<file path="src/rtl/core/lkvc_pkg.sv">
// shared types and constants for the lru key/value cache
package lkvc_pkg;

  localparam int unsigned KEY_W   = 32;
  localparam int unsigned VALUE_W = 32;
  localparam int unsigned CAP_W   = 4;

  localparam logic [CAP_W-1:0] CAP_RESET = 4'd8;

  // request kinds
  localparam logic REQ_GET = 1'b0;
  localparam logic REQ_PUT = 1'b1;

  // controller to datapath commands
  typedef struct packed {
    logic load;    // capture the request
    logic lookup;  // compare key against all entries, register hit
    logic access;  // hit: read or write the value, make entry most recent
    logic evict;   // drop the least recent entry
    logic insert;  // place new key in lowest free slot
  } cmd_t;

  // datapath to controller status
  typedef struct packed {
    logic hit;     // registered lookup result
    logic is_put;  // request is a put
    logic full;    // occupancy at or above the effective capacity
  } status_t;

endpackage

</file>
<file path="src/rtl/core/lkvc_ram.sv">
// generic single write port ram with registered read
module lkvc_ram #(
  parameter int unsigned WIDTH = 32,
  parameter int unsigned DEPTH = 8
) (
  input  logic                                    clk_i,
  input  logic                                    we_i,
  input  logic [(DEPTH > 1 ? $clog2(DEPTH) : 1)-1:0] waddr_i,
  input  logic [WIDTH-1:0]                        wdata_i,
  input  logic                                    re_i,
  input  logic [(DEPTH > 1 ? $clog2(DEPTH) : 1)-1:0] raddr_i,
  output logic [WIDTH-1:0]                        rdata_o
);

  logic [WIDTH-1:0] mem_q [DEPTH];
  logic [WIDTH-1:0] rdata_q;

  always_ff @(posedge clk_i) begin
    if (we_i) begin
      mem_q[waddr_i] <= wdata_i;
    end
    if (re_i) begin
      rdata_q <= mem_q[raddr_i];
    end
  end

  assign rdata_o = rdata_q;

endmodule

</file>
<file path="src/rtl/core/lkvc_ctrl.sv">
// request sequencer for the lru key/value cache
module lkvc_ctrl
  import lkvc_pkg::*;
(
  input  logic    clk_i,
  input  logic    rst_ni,
  input  logic    start,
  input  status_t status_i,
  output cmd_t    cmd_o,
  output logic    busy,
  output logic    done_o
);

  typedef enum logic [4:0] {
    S_IDLE  = 5'b00001,
    S_CMP   = 5'b00010,
    S_ACT   = 5'b00100,
    S_EVICT = 5'b01000,
    S_RESP  = 5'b10000
  } state_e;

  state_e state_q, state_d;

  always_comb begin
    state_d = state_q;
    cmd_o   = '0;
    unique case (state_q)
      S_IDLE: begin
        if (start) begin
          cmd_o.load = 1'b1;
          state_d    = S_CMP;
        end
      end
      S_CMP: begin
        cmd_o.lookup = 1'b1;
        state_d      = S_ACT;
      end
      S_ACT: begin
        if (status_i.hit) begin
          cmd_o.access = 1'b1;
          state_d      = S_RESP;
        end else if (status_i.is_put) begin
          state_d = S_EVICT;
        end else begin
          state_d = S_RESP;
        end
      end
      S_EVICT: begin
        if (status_i.full) begin
          cmd_o.evict = 1'b1;
        end else begin
          cmd_o.insert = 1'b1;
          state_d      = S_RESP;
        end
      end
      S_RESP: begin
        state_d = S_IDLE;
      end
      default: begin
        state_d = S_IDLE;
      end
    endcase
  end

  always_ff @(posedge clk_i or negedge rst_ni) begin
    if (!rst_ni) begin
      state_q <= S_IDLE;
    end else begin
      state_q <= state_d;
    end
  end

  assign busy   = (state_q != S_IDLE);
  assign done_o = (state_q == S_RESP);

endmodule

</file>
<file path="src/rtl/core/lkvc_datapath.sv">
// entry tags, recency ranks, occupancy and value store
module lkvc_datapath
  import lkvc_pkg::*;
#(
  parameter int unsigned ENTRIES = 8
) (
  input  logic               clk_i,
  input  logic               rst_ni,
  input  cmd_t               cmd_i,
  output status_t            status_o,
  input  logic               req_type_i,
  input  logic [KEY_W-1:0]   key_i,
  input  logic [VALUE_W-1:0] value_i,
  input  logic               cfg_valid_i,
  input  logic [CAP_W-1:0]   cfg_wdata_i,
  output logic               found_o,
  output logic [VALUE_W-1:0] read_value_o
);

  localparam int unsigned IDX_W = (ENTRIES > 1) ? $clog2(ENTRIES) : 1;
  localparam int unsigned OCC_W = $clog2(ENTRIES + 1);
  localparam int unsigned CMP_W = (OCC_W > CAP_W) ? OCC_W : CAP_W;
  localparam logic [OCC_W-1:0] OCC_ONE = OCC_W'(1);
  localparam logic [CMP_W-1:0] CMP_ONE = CMP_W'(1);
  localparam logic [CMP_W-1:0] ENT_C   = CMP_W'(ENTRIES);

  // request registers
  logic               is_put_q;
  logic [KEY_W-1:0]   key_q;
  logic [VALUE_W-1:0] val_q;

  // entry state
  logic [KEY_W-1:0]   tag_q  [ENTRIES];
  logic [IDX_W-1:0]   rank_q [ENTRIES];
  logic [IDX_W-1:0]   rank_d [ENTRIES];
  logic [ENTRIES-1:0] valid_q, valid_d;
  logic [OCC_W-1:0]   occ_q, occ_d;
  logic [CAP_W-1:0]   cap_q;

  // lookup result
  logic               hit_q;
  logic [IDX_W-1:0]   hit_idx_q;

  logic [ENTRIES-1:0] match;
  logic               match_any;
  logic [IDX_W-1:0]   match_idx;
  logic [IDX_W-1:0]   free_idx;
  logic [IDX_W-1:0]   hit_rank;
  logic [OCC_W-1:0]   occ_m1;
  logic [CMP_W-1:0]   cap_ext, cap_eff;
  logic [VALUE_W-1:0] ram_rdata;

  // parallel key compare, lowest matching slot wins
  always_comb begin
    match_idx = '0;
    free_idx  = '0;
    for (int i = ENTRIES - 1; i >= 0; i--) begin
      match[i] = valid_q[i] && (tag_q[i] == key_q);
      if (match[i]) begin
        match_idx = IDX_W'(i);
      end
      if (!valid_q[i]) begin
        free_idx = IDX_W'(i);
      end
    end
    match_any = |match;
  end

  // capacity: zero acts as one, saturate at entry count
  always_comb begin
    cap_ext = CMP_W'(cap_q);
    if (cap_ext == '0) begin
      cap_eff = CMP_ONE;
    end else if (cap_ext > ENT_C) begin
      cap_eff = ENT_C;
    end else begin
      cap_eff = cap_ext;
    end
  end

  assign occ_m1   = occ_q - OCC_ONE;
  assign hit_rank = rank_q[hit_idx_q];

  always_comb begin
    valid_d = valid_q;
    occ_d   = occ_q;
    for (int i = 0; i < ENTRIES; i++) begin
      rank_d[i] = rank_q[i];
    end
    if (cmd_i.access) begin
      // move hit entry to the front
      for (int i = 0; i < ENTRIES; i++) begin
        if (valid_q[i] && (IDX_W'(i) != hit_idx_q) && (rank_q[i] < hit_rank)) begin
          rank_d[i] = rank_q[i] + IDX_W'(1);
        end
      end
      rank_d[hit_idx_q] = '0;
    end else if (cmd_i.evict) begin
      for (int i = 0; i < ENTRIES; i++) begin
        if (valid_q[i] && (rank_q[i] == occ_m1[IDX_W-1:0])) begin
          valid_d[i] = 1'b0;
          rank_d[i]  = '0;
        end
      end
      occ_d = occ_m1;
    end else if (cmd_i.insert) begin
      for (int i = 0; i < ENTRIES; i++) begin
        if (valid_q[i]) begin
          rank_d[i] = rank_q[i] + IDX_W'(1);
        end
      end
      valid_d[free_idx] = 1'b1;
      rank_d[free_idx]  = '0;
      occ_d             = occ_q + OCC_ONE;
    end
  end

  always_ff @(posedge clk_i or negedge rst_ni) begin
    if (!rst_ni) begin
      valid_q   <= '0;
      occ_q     <= '0;
      cap_q     <= CAP_RESET;
      hit_q     <= 1'b0;
      hit_idx_q <= '0;
      for (int i = 0; i < ENTRIES; i++) begin
        rank_q[i] <= '0;
      end
    end else begin
      valid_q <= valid_d;
      occ_q   <= occ_d;
      for (int i = 0; i < ENTRIES; i++) begin
        rank_q[i] <= rank_d[i];
      end
      if (cfg_valid_i) begin
        cap_q <= cfg_wdata_i;
      end
      if (cmd_i.lookup) begin
        hit_q     <= match_any;
        hit_idx_q <= match_idx;
      end
    end
  end

  always_ff @(posedge clk_i) begin
    if (cmd_i.load) begin
      is_put_q <= (req_type_i == REQ_PUT);
      key_q    <= key_i;
      val_q    <= value_i;
    end
    if (cmd_i.insert) begin
      tag_q[free_idx] <= key_q;
    end
  end

  lkvc_ram #(
    .WIDTH (VALUE_W),
    .DEPTH (ENTRIES)
  ) u_value_ram (
    .clk_i   (clk_i),
    .we_i    ((cmd_i.access && is_put_q) || cmd_i.insert),
    .waddr_i (cmd_i.insert ? free_idx : hit_idx_q),
    .wdata_i (val_q),
    .re_i    (cmd_i.access && !is_put_q),
    .raddr_i (hit_idx_q),
    .rdata_o (ram_rdata)
  );

  assign status_o.hit    = hit_q;
  assign status_o.is_put = is_put_q;
  assign status_o.full   = (CMP_W'(occ_q) >= cap_eff);

  assign found_o      = hit_q;
  assign read_value_o = (hit_q && !is_put_q) ? ram_rdata : '0;

endmodule

</file>
<file path="src/rtl/core/lru_key_value_cache.sv">
// top level of the fully associative lru key/value cache
//
// one request at a time: a transaction is taken when start is high and busy is
// low, and its result appears on found_o / read_value_o for exactly one cycle
// with done_o high; the receiver cannot stall, so it must sample on that cycle.
// a get, a put to a held key and a get miss step from the accepting edge
// through compare, act and result; a put of a new key steps through compare,
// act, the evict loop and result: the controller drops one least recent entry
// per cycle while occupancy is at or above capacity, then does the insert in
// the evict state before moving on to the result. busy falls right
// after the result cycle, so the next transaction can start on the following
// edge. capacity (reset 8, zero acts as 1, saturates at ENTRIES) is written
// through the cfg channel, which is always ready; write it only while idle.
// lowering it evicts nothing until the next put of a new key. values live in
// a ram with a registered read port; keys sit in flops for the parallel compare.
module lru_key_value_cache
  import lkvc_pkg::*;
#(
  parameter int unsigned ENTRIES = 8
) (
  input  logic               clk_i,
  input  logic               rst_ni,
  // request transaction
  input  logic               start,
  output logic               busy,
  input  logic               req_type_i,
  input  logic [KEY_W-1:0]   key_i,
  input  logic [VALUE_W-1:0] value_i,
  // result transaction, one cycle, no back-pressure
  output logic               done_o,
  output logic               found_o,
  output logic [VALUE_W-1:0] read_value_o,
  // capacity write channel
  input  logic               cfg_valid_i,
  output logic               cfg_ready_o,
  input  logic [CAP_W-1:0]   cfg_wdata_i
);

  cmd_t    cmd;
  status_t status;

  // capacity register can be written any cycle
  assign cfg_ready_o = 1'b1;

  // sequencer: idle, compare, act, evict loop, result
  lkvc_ctrl u_ctrl (
    .clk_i    (clk_i),
    .rst_ni   (rst_ni),
    .start    (start),
    .status_i (status),
    .cmd_o    (cmd),
    .busy     (busy),
    .done_o   (done_o)
  );

  // tags, ranks, occupancy, capacity and value ram
  lkvc_datapath #(
    .ENTRIES (ENTRIES)
  ) u_datapath (
    .clk_i        (clk_i),
    .rst_ni       (rst_ni),
    .cmd_i        (cmd),
    .status_o     (status),
    .req_type_i   (req_type_i),
    .key_i        (key_i),
    .value_i      (value_i),
    .cfg_valid_i  (cfg_valid_i && cfg_ready_o),
    .cfg_wdata_i  (cfg_wdata_i),
    .found_o      (found_o),
    .read_value_o (read_value_o)
  );

endmodule

</file>
<file path="config.mk">
export PLATFORM = sky130hd
export DESIGN_NAME = lru_key_value_cache
export DESIGN_NICKNAME = d
export VERILOG_FILES = /design/src/rtl/core/lkvc_pkg.sv /design/src/rtl/core/lkvc_ram.sv /design/src/rtl/core/lkvc_ctrl.sv /design/src/rtl/core/lkvc_datapath.sv /design/src/rtl/core/lru_key_value_cache.sv
export SDC_FILE = /design/constraint.sdc
export NUM_CORES = 1
export LEC_CHECK = 0
export ABC_AREA = 1
export BUFFER_PORTS_ARGS = -buffer_cell sky130_fd_sc_hd__buf_2
export CORE_MARGIN = 2
export CORE_UTILIZATION = 48
export DETAILED_ROUTE_END_ITERATION = 6
export PLACE_DENSITY = 0.76
export SYNTH_ARGS = -nofsm -noshare
export SYNTH_HDL_FRONTEND = slang
export SYNTH_SLANG_ARGS = --single-unit
</file>
<file path="constraint.sdc">
create_clock -name clk_i -period 4.25 [get_ports clk_i]
set_input_delay 0.85 -clock clk_i [delete_from_list [all_inputs] [get_ports clk_i]]
set_output_delay 0.85 -clock clk_i [all_outputs]
set_load 0.05 [all_outputs]
</file>
==> impl_results.md <==
- Status: completed
- Dpl hpwl: 46100 um
- Worst hold slack: 325 ps
- Initial Util: about half
- Syn avg cell area: 11.7 um2
- TritonCTS Buffers: 68
- Vias in the first global route: a little under 20000
- Placed cells: 3267
- GRT Util Overall: 24.5%
- Post-Synthesis Cells: 2429
- Antenna cells: 0
- ANT nets after route: 0
- Most used DFF post-synth: edfxtp_1
- Final min period: 3610 ps
- Layout area overhead: 14.2%
- Nets: 2667
- CP Capture Type: flip-flop
- Drt initial violations: 2539
- Max Freq: 0.277 GHz
- Number of fill cells: about 4600
- Cell Rows: 89
- Post-synth top area cell: edfxtp_1
- Final Power: 16.4 mW
- CP max stage cell: dfrtp_1
- DIE HEIGHT: 247 um
- CP Cell Sequence: inv_1 > ha_1 > nand4_1 > nand3_1 > nor2_1 > inv_1 > nor2_1 > a21oi_1 > nand2_1 > nor2_4 > buf_4
- WL/cell: 21.8 um
- Register bit total from synthesis: approximately 660
- Hold Vio Cnt, Final: 0
- Fin Clk Skew: 43.4 ps
- Largest net degree at the start of global routing: 67
- Most common library cells after synthesis: edfxtp_1 (609), nand2_1 (570), inv_1 (207)
- Gr ovfl total: 0
- Clock-pin slew on the worst setup and hold paths: 70 ps
- Cell Pwr Density: 508 nW/um2
- Async SR Flop Fraction: roughly 7.4%
- EDFF count, synth: between 600 and 700
- Finished Layout Cells: 3391
- Syn nets: ~2500
- Final setup fails: 0
- Worst EP required: 4510 ps
- Setup bufs post-CTS: 0
- Max Slew Vio Count: 0
- Clock root buffer: clkbuf_16
- Post-Syn Area: 28400 um2
- Core area: 58700 um2
- Clk buf depth: 3
- Die W: 247 um
- Top cells by area, synth: edfxtp_1 (64%), nand2_1 (7.5%), dfrtp_1 (4.1%)
- First-pass GRT wire length: 113000 um
- Final GP Congestion: approximately 0.91
- Max VDD drop: 0.553 mV
- Initial antenna violation count: 1
- Ys Warns: 0
- Layout cell share with drive strength beyond 1: 12.6%
- Top cell type's share of synthesized area: 64.5%
- Drc violations: 0
- Hold Buf Count CTS: 0
- Clk_lat worst skew: about 640 ps
- Via density: 5.80
- Worst Tran Pin Value: between 1000 and 1500 ps
- # Max-Cap Violations: 0
- Clock sinks: between 600 and 700
- Critical Path AT: 3880 ps
- Drt first pass iters: 5
- Seq/Total Area, Yosys: around 70%
- RSZ-0062 raised after global routing: false
- CTS-repair resized insts: 0
- Startpoint type of the worst setup path: flip-flop
- DR vias: 19700
- Detailed-route wire length: ~74000 um
- Relative max-transition margin: between 20% and 30%
- Unique masters post-synth: between 50 and 60
- H-tree depth: 3
- Area of the die: between 60000 and 70000 um2
- Fin crit share: 85.0%
- Setup CP Type: reg -> reg
- Setup TNS: 0 ps
- Critical path fanouts, max: 32
- HP Class: in -> async
- Pleak: 12.2 nW
- CTS tree: done
- IO Pins: 109
- IO Port Bufs: 107
- CP peak stage delay: 570 ps
- Most common cell in the netlist: edfxtp_1
[state kept, by name (all words and copies together), names as in the netlist]
register	cells
u_datapath.tag_q	256
u_datapath.u_value_ram.mem_q	256
u_datapath.key_q	32
u_datapath.u_value_ram.rdata_o	32
u_datapath.val_q	32
u_datapath.rank_q	24
u_datapath.valid_q	8
u_ctrl.state_q	5
u_datapath.cap_ext	4
u_datapath.occ_q	4
u_datapath.hit_idx_q	3
u_datapath.found_o	1
u_datapath.is_put_q	1
[metal layers]
metal | GRT usage (%) | wire length [um] | vias up
li1 | - | - | 8797
met1 | 34.4 | 29700 | 9615
met2 | 38.1 | 34300 | 1094
met3 | 4.42 | 7460 | 173
met4 | 9.73 | 2410 | 0
met5 | 0 | 0 | -
[stage by stage]
| stage | utilization, % | cell area [um2] | setup slack [ps] |
|---|---|---|---|
| after floorplan | - | 28400 | 541 |
| after global placement | 51.1 | 30000 | 814 |
| after detailed placement | 51.1 | 30000 | 687 |
| after CTS | 55.2 | 32400 | 674 |
| after global routing | 55.2 | 32400 | 304 |
| final | 55.2 | 32400 | 636 |
[cell usage in the layout (no fill, tap or decap), types with 19 or more instances in the layout]
master / count
a211oi_1: 19
a21oi_1: 44
a22oi_1: 64
a31oi_1: 34
buf_2: 107
buf_4: 49
clkbuf_16: 68
dfrtp_1: 46
edfxtp_1: 609
ha_1: 30
inv_1: 206
nand2_1: 570
nand3_1: 72
nand4_1: 80
nor2_1: 187
nor2_4: 20
nor3_1: 19
o21ai_0: 85
o22ai_1: 35
or2_2: 19
xnor2_1: 64
xor2_1: 34
[worst max-delay path: cells and delay by family, from the launching register on]
kind	cells	cell delay, ps
AND/OR/NAND/NOR	6	860
flip-flops	1	570
AO/OA/AOI/OAI	1	210
buffers and inverters	3	1200
adder cells (fa/ha/maj)	1	370
[path summary, 6_finish.rpt]
path                                     startpoint                                  end  slack [ps]  cells past startpoint
worst max-delay path            u_datapath.occ_q[0]  u_datapath.u_value_ram.mem_q[2][28]         640                     11
worst min-delay path                         rst_ni                 u_datapath.rank_q[3]         330                      2
worst max register to register  u_datapath.occ_q[0]  u_datapath.u_value_ram.mem_q[2][28]         640                     11
worst min register to register  u_datapath.occ_q[3]                  u_datapath.occ_q[3]         480                      1
max in group asynchronous                    rst_ni              u_datapath.hit_idx_q[2]        3400                      2
min in group clk_i                      value_i[21]                 u_datapath.val_q[21]         380                      1
[final cells by class]
class | count | area [um2] | area share (%)
clock inverter | 41 | 617 | 1.91
tap | 773 | 967 | 2.99
inverter | 219 | 822 | 2.54
timing repair buffer | 158 | 943 | 2.91
clock buffer | 83 | 1790 | 5.52
sequential | 658 | 19500 | 60.3
multi-input combinational | 1459 | 7720 | 23.9
[kinds of logic (layout without fill, tap and decap cells)]
| kind of cell | count (synthesis) | in the layout | synth area share [%] |
|---|---|---|---|
| AND/OR/NAND/NOR | 991 | 991 | 14.7 |
| adder cells (fa/ha/maj) | 30 | 30 | 1.32 |
| flip-flops | 658 | 658 | 68.8 |
| buffers and inverters | 312 | 501 | 4.43 |
| XOR/XNOR | 98 | 98 | 3.03 |
| AO/OA/AOI/OAI | 339 | 339 | 7.66 |
| other | 1 | 1 | 0.0132 |
[power by group]
part | internal (mW) | switching (mW)
combinational | 0.542 | 1.54
clock | 3.68 | 2.64
sequential | 7.60 | 0.444
No activity file was read; power rests on OpenSTA's default activity.
